<file path="src/hw/rtl/utf8d_pkg.sv">
// Shared types and constants for the UTF-8 stream decoder.
package utf8d_pkg;

	localparam int unsigned BYTE_W      = 8;
	localparam int unsigned CP_W        = 21;
	localparam int unsigned OUT_TDATA_W = 24;

	localparam logic [CP_W-1:0] REPLACEMENT_CHAR = 21'h00FFFD;

	// Prefix codes of lead and continuation bytes
	localparam logic [0:0] PFX_ASCII = 1'b0;
	localparam logic [2:0] PFX_LEAD2 = 3'b110;
	localparam logic [3:0] PFX_LEAD3 = 4'b1110;
	localparam logic [4:0] PFX_LEAD4 = 5'b11110;
	localparam logic [1:0] PFX_CONT  = 2'b10;

	// Bytes still expected in an open sequence
	localparam logic [1:0] REM_NONE = 2'd0;
	localparam logic [1:0] REM_ONE  = 2'd1;
	localparam logic [1:0] REM_TWO  = 2'd2;
	localparam logic [1:0] REM_THREE = 2'd3;

	typedef struct packed {
		logic              valid;
		logic [BYTE_W-1:0] text_byte;
		logic              end_of_text;
	} in_item_t;

	typedef struct packed {
		logic [CP_W-1:0] code_point;
		logic            malformed;
		logic            final_char;
	} result_t;

endpackage

</file>
<file path="src/hw/rtl/utf8d_in_stage.sv">
// Input register stage of the UTF-8 stream decoder.
module utf8d_in_stage (
	input  logic                          clk,
	input  logic                          arst_n,
	input  logic                          in_valid,
	input  logic [utf8d_pkg::BYTE_W-1:0]  in_byte,
	input  logic                          in_last,
	input  logic                          take,      // core consumes the held item
	output logic                          in_ready,
	output utf8d_pkg::in_item_t           item_s1
);

	logic                         valid_s1;
	logic [utf8d_pkg::BYTE_W-1:0] byte_s1;
	logic                         eot_s1;

	assign in_ready = !valid_s1 || take;

	always_ff @(posedge clk or negedge arst_n) begin
		if (!arst_n) begin
			valid_s1 <= 1'b0;
		end else if (in_ready) begin
			valid_s1 <= in_valid;
		end
	end

	always_ff @(posedge clk) begin
		if (in_ready && in_valid) begin
			byte_s1 <= in_byte;
			eot_s1  <= in_last;
		end
	end

	assign item_s1 = '{valid: valid_s1, text_byte: byte_s1, end_of_text: eot_s1};

endmodule

</file>
<file path="src/hw/rtl/utf8d_core.sv">
// Sequence state, decode logic and result register of the UTF-8 stream decoder.
module utf8d_core (
	input  logic                 clk,
	input  logic                 arst_n,
	input  utf8d_pkg::in_item_t  item_s1,
	output logic                 take,
	output logic                 res_valid,
	input  logic                 res_ready,
	output utf8d_pkg::result_t   res
);

	logic [1:0]                 rem_q;
	logic [utf8d_pkg::CP_W-1:0] acc_q;
	logic                       bad_q;

	logic                       res_valid_q;
	utf8d_pkg::result_t         res_q;

	logic [1:0]                 rem_d;
	logic [utf8d_pkg::CP_W-1:0] acc_d;
	logic                       bad_d;
	logic                       emit;
	utf8d_pkg::result_t         res_d;

	logic [utf8d_pkg::BYTE_W-1:0] b;
	logic                         eot;
	logic                         cont_bad;
	logic [utf8d_pkg::CP_W-1:0]   acc_shift;
	logic [1:0]                   rem_dec;

	// Result slot is free when empty or being drained this cycle
	assign take = !res_valid_q || res_ready;

	assign b         = item_s1.text_byte;
	assign eot       = item_s1.end_of_text;
	assign cont_bad  = (b[7:6] != utf8d_pkg::PFX_CONT);
	assign acc_shift = {acc_q[utf8d_pkg::CP_W-7:0], b[5:0]};
	assign rem_dec   = rem_q - 2'd1;

	always_comb begin
		rem_d = rem_q;
		acc_d = acc_q;
		bad_d = bad_q;
		emit  = 1'b0;
		res_d = '{code_point: utf8d_pkg::REPLACEMENT_CHAR, malformed: 1'b1, final_char: eot};
		if (rem_q == utf8d_pkg::REM_NONE) begin
			if (b[7] == utf8d_pkg::PFX_ASCII) begin
				emit             = 1'b1;
				res_d.code_point = {{(utf8d_pkg::CP_W-utf8d_pkg::BYTE_W){1'b0}}, b};
				res_d.malformed  = 1'b0;
			end else if (b[7:5] == utf8d_pkg::PFX_LEAD2 || b[7:4] == utf8d_pkg::PFX_LEAD3 ||
					b[7:3] == utf8d_pkg::PFX_LEAD4) begin
				bad_d = 1'b0;
				if (b[7:5] == utf8d_pkg::PFX_LEAD2) begin
					rem_d = utf8d_pkg::REM_ONE;
					acc_d = {16'd0, b[4:0]};
				end else if (b[7:4] == utf8d_pkg::PFX_LEAD3) begin
					rem_d = utf8d_pkg::REM_TWO;
					acc_d = {17'd0, b[3:0]};
				end else begin
					rem_d = utf8d_pkg::REM_THREE;
					acc_d = {18'd0, b[2:0]};
				end
				// lead byte cut off by end of text
				if (eot) begin
					emit  = 1'b1;
					rem_d = utf8d_pkg::REM_NONE;
					acc_d = '0;
					bad_d = 1'b0;
				end
			end else begin
				emit = 1'b1;   // stray continuation or invalid lead
			end
		end else begin
			bad_d = bad_q | cont_bad;
			acc_d = acc_shift;
			rem_d = rem_dec;
			if (rem_dec == utf8d_pkg::REM_NONE) begin
				emit             = 1'b1;
				res_d.malformed  = bad_d;
				res_d.code_point = bad_d ? utf8d_pkg::REPLACEMENT_CHAR : acc_shift;
				acc_d            = '0;
				bad_d            = 1'b0;
			end else if (eot) begin
				emit  = 1'b1;
				rem_d = utf8d_pkg::REM_NONE;
				acc_d = '0;
				bad_d = 1'b0;
			end
		end
	end

	always_ff @(posedge clk or negedge arst_n) begin
		if (!arst_n) begin
			rem_q       <= utf8d_pkg::REM_NONE;
			acc_q       <= '0;
			bad_q       <= 1'b0;
			res_valid_q <= 1'b0;
		end else if (take) begin
			res_valid_q <= item_s1.valid && emit;
			if (item_s1.valid) begin
				rem_q <= rem_d;
				acc_q <= acc_d;
				bad_q <= bad_d;
			end
		end
	end

	always_ff @(posedge clk) begin
		if (take && item_s1.valid && emit) begin
			res_q <= res_d;
		end
	end

	assign res_valid = res_valid_q;
	assign res       = res_q;

endmodule

</file>
<file path="src/hw/rtl/utf8_stream_decoder_top.sv">
// Top level of the UTF-8 stream decoder.
// Decodes a UTF-8 byte stream, one byte per item on the slave side, into code
// points on the master side. An input byte is registered, then decoded against
// the open-sequence state and written to a result register, so the block takes
// one byte every cycle while m_tready does not stall a full result register. A
// result item is offered on the master side as soon as its completing byte has
// moved from the input register into the result register.
// Only the last byte of a sequence (or a byte that cannot start a sequence, or
// the byte flagged tlast) yields a result item; other bytes yield none.
// Malformed input (stray continuation, invalid lead, a non-10xxxxxx byte inside
// a sequence, or a sequence cut off by tlast) gives U+FFFD with tuser set.
// Overlong forms and surrogates pass unchecked. After a tlast byte the decoder
// is idle and the next byte opens a new text. s_tready follows m_tready in the
// same cycle whenever both registers are full.
module utf8_stream_decoder_top (
	input  logic        clk,
	input  logic        arst_n,
	input  logic        s_tvalid,
	output logic        s_tready,
	input  logic [7:0]  s_tdata,    // [7:0] text_byte
	input  logic        s_tlast,    // end_of_text
	output logic        m_tvalid,
	input  logic        m_tready,
	output logic [23:0] m_tdata,    // [20:0] code_point, [23:21] zero
	output logic        m_tuser,    // [0] malformed
	output logic        m_tlast     // final_char
);

	utf8d_pkg::in_item_t item_s1;
	utf8d_pkg::result_t  res;
	logic                take;

	utf8d_in_stage u_in (
		.clk      (clk),
		.arst_n   (arst_n),
		.in_valid (s_tvalid),
		.in_byte  (s_tdata),
		.in_last  (s_tlast),
		.take     (take),
		.in_ready (s_tready),
		.item_s1  (item_s1)
	);

	utf8d_core u_core (
		.clk       (clk),
		.arst_n    (arst_n),
		.item_s1   (item_s1),
		.take      (take),
		.res_valid (m_tvalid),
		.res_ready (m_tready),
		.res       (res)
	);

	// pad the code point to whole bytes
	assign m_tdata = {{(utf8d_pkg::OUT_TDATA_W-utf8d_pkg::CP_W){1'b0}}, res.code_point};
	assign m_tuser = res.malformed;
	assign m_tlast = res.final_char;

endmodule

</file>
<file path="config.mk">
export PLATFORM = sky130hd
export DESIGN_NAME = utf8_stream_decoder_top
export DESIGN_NICKNAME = d
export VERILOG_FILES = /design/src/hw/rtl/utf8d_pkg.sv /design/src/hw/rtl/utf8d_in_stage.sv /design/src/hw/rtl/utf8d_core.sv /design/src/hw/rtl/utf8_stream_decoder_top.sv
export SDC_FILE = /design/constraint.sdc
export NUM_CORES = 1
export LEC_CHECK = 0
export ABC_CLOCK_PERIOD_IN_PS = 2500
export BUFFER_PORTS_ARGS = -buffer_cell sky130_fd_sc_hd__buf_2
export CORE_AREA = 2 2 70 98
export CTS_BUF_LIST = sky130_fd_sc_hd__clkbuf_2 sky130_fd_sc_hd__clkbuf_4 sky130_fd_sc_hd__clkbuf_8
export DETAILED_ROUTE_END_ITERATION = 16
export DIE_AREA = 0 0 72 100
export SLEW_MARGIN = 20
export SYNTH_ARGS = -nofsm -noshare
export SYNTH_HDL_FRONTEND = slang
export SYNTH_SLANG_ARGS = --single-unit
</file>
<file path="constraint.sdc">
create_clock -name clk -period 2.5 [get_ports clk]
set_input_delay 0.25 -clock clk [delete_from_list [all_inputs] [get_ports clk]]
set_output_delay 0.25 -clock clk [all_outputs]
set_load 0.02 [all_outputs]
</file>
==> metrics.txt, run 1 <==
post-CTS resize count 0; CP arrival 2.03 ns; Critical-path top delay cell dfrtp_1; vias in the first global route 1,289; Synth Warn # 0; cell breakdown of the critical path inv_1 -> ha_1 -> inv_1 -> a21oi_2 -> a31oi_2 -> buf_4; Worst setup startpoint u_core.rem_q[0]; Core Footprint 6440 sq um; most frequent cells in the layout buf_2 (37), nand2_1 (34), edfxtp_1 (32); via/cell ratio 4.57; DIE AREA 7200 sq um; status complete, no violations; type of the most critical hold path in -> reg; drt wl/cell 12.7 um; final hold vios 0; Syn Inst Count 169; CP Class reg -> reg; Die Height 100 um; GRT Overall Usage 11.4%; Starting Density 33.2%; Synth cell types 31; RD Place Congestion 0.774; final worst path period need 2.05 ns; clock buffer depth 2; Slew Limit Fails 0; share of cells above drive strength 1 25.4%; RSZ-0062 raised after global routing false; crit-path max FO 21; First DRT Iteration DRCs 100; TritonCTS buffer count 5; maximum clock frequency 489 MHz; reg2reg start u_core.rem_q[0]; Worst path most repeated cell inv_1; area delta synth->final 16.9%; DRT Pass-1 Iters 4; IO Pins 41; Worst Path Required 2.49 ns; largest net degree at the start of global routing 37; first-pass GRT wire length 6190 um; ant diodes 0; Total Power 2.57 mW; crit-path leading delay family buffers and inverters; Post-DRT Antenna Nets 0; Worst setup SP type register; DRC viols 0; GRT overflow 0; # port buffers 37; H-Tree Depth 2; Cell Pwr Density 1030 nW/um^2; antenna violations before repair 0; Synth Register Bits 52; Hold-fix buffers, CTS 1; FP Rows 35; Worst IR Drop VDD 0.000457 V; clock slew at reported path FFs 0.09 ns; Max-Cap Viols 0; Die Wd 72 um; sequential area share after synthesis 68.3%; post-CTS setup buffer count 0; DP HPWL 2480 um; Final Skew 0.00485 ns; vias after detailed routing 1,293; CTS tree built; setup violators final 0; CP endpoint kind register; clk_lat worst skew 0.30 ns; final WL 3600 um; root buffer cell clkbuf_8; final net count 224; fin crit share 81.8%; most common cell after layout, fill and taps aside buf_2; CTS Sinks 52; WP buf/inv 3; synthesized cell area 2140 sq um; CP peak stage delay 0.40 ns; Leakage 0.979 nW; Setup TNS 0 ns; min-delay src s_tdata[6]; syn_area_per_cell 12.7 sq um
## cell type report
| type | count | area [sq um] |
|---|---|---|
| fill | 629 | 3940 |
| inverter | 4 | 15.0 |
| sequential | 52 | 1460 |
| tap | 74 | 92.6 |
| multi-input combinational | 105 | 608 |
| clock buffer | 6 | 76.3 |
| clock inverter | 1 | 30.0 |
| timing repair buffer | 41 | 218 |
## Yosys cell counts
cell | number | area, sq um
nand2b_4 | 1 | 13.8
or3_4 | 1 | 11.3
a21oi_1 | 2 | 10.0
nor3_1 | 2 | 10.0
clkbuf_2 | 1 | 5.00
o211ai_1 | 1 | 7.51
o22a_1 | 2 | 17.5
nor2b_1 | 3 | 18.8
nand2_1 | 34 | 128
ha_1 | 2 | 25.0
or2_1 | 1 | 6.26
dfrtp_1 | 20 | 500
buf_2 | 3 | 15.0
nand4_1 | 1 | 6.26
inv_1 | 4 | 15.0
o21ai_1 | 3 | 15.0
nand2_2 | 1 | 6.26
conb_1 | 1 | 3.75
o21ai_0 | 16 | 80.1
and2_1 | 8 | 50.1
clkbuf_1 | 1 | 3.75
a21oi_2 | 1 | 8.76
a31oi_1 | 1 | 6.26
buf_4 | 3 | 22.5
edfxtp_1 | 32 | 961
nand3_1 | 2 | 10.0
o2111ai_4 | 1 | 26.3
nand2b_1 | 9 | 56.3
o21a_1 | 9 | 67.6
o32a_1 | 1 | 10.0
buf_6 | 2 | 22.5
## cells by family (layout without fill, tap and decap cells)
| logic type | Yosys count | count (layout) | share of synthesized area [%] |
|---|---|---|---|
| simple gates | 63 | 63 | 14.8 |
| compound gates | 37 | 37 | 11.6 |
| other cells | 1 | 3 | 0.175 |
| flops | 52 | 52 | 68.3 |
| buf+inv | 14 | 52 | 3.92 |
| fa+ha+maj | 2 | 2 | 1.17 |
## where the power goes
part,leakage (nW),internal [mW],switching (mW),total [mW]
Combinational,0.365,0.260,0.478,0.738
Clock,0.0547,0.304,0.260,0.565
Sequential,0.559,1.16,0.103,1.26
Total,0.979,1.73,0.842,2.57
## worst register-to-register path: stages (launching register included)
cell and delay, ns:
dfrtp_1 0.40, inv_1 0.06, ha_1 0.30, inv_1 0.20, a21oi_2 0.14, a31oi_2 0.30, buf_4 0.34
## per-stage QoR
stage / std cells / setup slack (ns) / util [%] / instance area (sq um) / hold slack (ns)
6_report: 283 / 0.454 / 38.9 / 2500 / 0.115
5_1_grt: 283 / 0.307 / 38.9 / 2500 / 0.0996
4_1_cts: 283 / 0.414 / 38.9 / 2500 / 0.103
3_5_place_dp: 275 / 0.442 / 37.0 / 2380 / 0.242
3_3_place_gp: 275 / 0.515 / 37.0 / 2380 / 0.240
2_1_floorplan: 171 / 0.300 / - / 2150 / -0.0456
## metal layers
layer,GRT usage (%),wire (um),vias up
li1,-,-,657
met1,13.8,1540,593
met2,19.3,1840,36
met3,2.71,163,7
met4,4.79,65,0
met5,0,0,-
## registers in the layout (all words and copies together), names as in the netlist
signal            flops
u_in.valid_s1         1
u_core.acc_q         15
u_core.res_valid      1
u_core.res           23
u_core.bad_q          1
u_core.rem_q          2
u_in.eot_s1           1
u_in.byte_s1          8
## path summary, 6_finish.rpt
path | to | slack (ns) | cells after the start
worst min register to register | u_core.acc_q[10] | 0.48 | 2
max in group asynchronous | u_core.acc_q[4] | 1.74 | 2
worst max register to register | u_core.res[19] | 0.45 | 6
worst max-delay path | u_core.res[19] | 0.45 | 6
worst min-delay path | u_in.byte_s1[6] | 0.11 | 1
min in group asynchronous | u_core.acc_q[1] | 0.43 | 2
(Power assumes the default switching activity.)
==> run 2, diff against run 1 <==
- ABC_CLOCK_PERIOD_IN_PS: 2500 -> 1900
- clock period: 2.5 -> 1.9 ns (I/O delays scaled with it)
==> run 2 against run 1 <==
Compared with the run above:
- register-to-register slack worse by 0.31 ns
- first-iteration DRC count down 29%
- hold slack worse by 0.056 ns
- design area grew 2.2%
- worst setup slack worse by 0.31 ns
- die area did not move
- wire length rose by 1.0%
- utilization rose by 0.84 points
- total power up 35%
- flip-flop and latch count stayed put
- non-clock buffer count grew 3
- critical endpoint is now u_core.res[21]
- largest cell class unchanged
==> metrics.txt, run 2 (synthesis results as in run 1) <==
Total Power 3.47 mW; via/cell ratio 4.60; ant diodes 0; Die Height 100 um; clock slew at reported path FFs 0.09 ns; number of flip-flops in the largest register 23; clk_lat worst skew 0.30 ns; share of cells above drive strength 1 27.2%; Filler Cells Inserted 627; antenna violations before repair 0; final hold vios 0; Worst Path Required 1.91 ns; WP buf/inv 2; Leakage 1.00 nW; H-Tree Depth 2; Starting Density 33.2%; FP Rows 35; DIE AREA 7200 sq um; status complete, no violations; vias in the first global route 1,300; GR Util met2 19.1%; root buffer cell clkbuf_8; Setup TNS 0 ns; first-pass GRT wire length 6110 um; maximum clock frequency 568 MHz; largest net degree at the start of global routing 24; most common cell after layout, fill and taps aside buf_2; First DRT Iteration DRCs 71; CP peak stage delay 0.41 ns; crit-path max FO 23; GR peak layer met2; Worst IR Drop VDD 0.000628 V; register share of total power 47.9%; P_sw 1.12 mW; Core Footprint 6440 sq um; Max-Cap Viols 0; type of the most critical hold path in -> reg; CP Class reg -> reg; DRT Pass-1 Iters 4; Clock Power Share 21.9%; Final Skew 0.00607 ns; fin crit share 92.7%; fin area 2550 sq um; setup violators final 0; GRT Overall Usage 11.1%; DP HPWL 2610 um; area delta synth->final 19.4%; drt wl/cell 12.7 um; crit-path leading delay family flip-flops; Critical-path top delay cell dfrtp_1; RD Place Congestion 0.768; CTS Sinks 52; Slew Limit Fails 0; cell breakdown of the critical path inv_1 -> ha_2 -> nand4_1 -> a31oi_4 -> buf_12; Combinational Power Share 30.1%; # port buffers 37; P_int 2.35 mW; clock buffer depth 2; CTS tree built; DRC viols 0; Die Wd 72 um; Post-DRT Antenna Nets 0; placed cell area 2430 sq um; IO Pins 41; CP arrival 1.77 ns; Cell Pwr Density 1360 nW/um^2; GRT overflow 0; most frequent cells in the layout buf_2 (37), nand2_1 (34), edfxtp_1 (32); final WL 3640 um; RSZ-0062 raised after global routing false; vias after detailed routing 1,321; met3 usage 2.91%; TritonCTS buffer count 5; final worst path period need 1.76 ns; met1 usage in global routing 13.2%; final net count 227; CP endpoint kind register; Switching Share 32.4%; Worst setup SP type register
run 2: cell types whose count changed in the layout (fill, tap and decap cells not counted):
| cell | before | now |
|---|---|---|
| a31oi_4 | 0 | 1 |
| a31oi_2 | 1 | 0 |
| buf_4 | 3 | 5 |
| clkbuf_4 | 1 | 2 |
| buf_12 | 0 | 1 |
| ha_1 | 2 | 1 |
| ha_2 | 0 | 1 |
run 2: per-stage QoR:
stage | utilization [%] | worst slack (ns) | hold WS (ns) | std cells
floorplan | - | 0.0366 | -0.106 | 171
global placement | 37.7 | 0.144 | 0.173 | 278
detailed placement | 37.7 | 0.0702 | 0.182 | 278
CTS | 39.7 | 0.0564 | 0.0473 | 287
global route | 39.7 | 0.00779 | 0.0395 | 287
finish | 39.7 | 0.140 | 0.0592 | 287
run 2: worst paths after layout:
kind	cells after the start	to	slack (ns)	startpoint
hold reg to reg	2	u_core.acc_q[14]	0.48	u_core.acc_q[14]
min in group asynchronous	2	u_core.acc_q[9]	0.38	arst_n
hold / removal	1	u_in.byte_s1[2]	0.06	s_tdata[2]
setup / recovery	5	u_core.res[21]	0.14	u_core.rem_q[0]
setup reg to reg	5	u_core.res[21]	0.14	u_core.rem_q[0]
max in group asynchronous	2	u_core.acc_q[10]	1.19	arst_n
run 2: power groups by stage:
stage	Combinational (mW)	Sequential, mW	Clock (mW)
4_1_cts	1.06	1.67	0.790
6_report	1.05	1.66	0.761
2_1_floorplan	0.610	1.82	0
3_3_place_gp	1.03	1.69	0
3_5_place_dp	1.05	1.69	0
5_1_grt	1.16	1.70	0.830
run 2: what timing repair did:
action,in CTS,in global routing
hold buffers,1,0
buffers inserted,0,0
endpoints found under the hold margin,20,0
gates resized for setup,0,1
endpoints found under the setup margin,0,43
run 2: metal layers:
layer | share of wire, % | up-vias | routed length (um)
met5 | 0 | - | 0
met4 | 1.3 | 0 | 49
met3 | 5.8 | 4 | 212
met2 | 51 | 47 | 1840
met1 | 42 | 606 | 1540
li1 | - | 664 | -
run 2: cell type report:
type	count	area (sq um)	share of cell area [%]
Timing Repair Buffer	44	253	9.89
Inverter	4	15.0	0.588
Tap cell	74	92.6	3.62
Clock inverter	1	30.0	1.18
Clock buffer	7	83.8	3.28
Sequential cell	52	1460	57.2
Multi-Input combinational cell	105	619	24.2
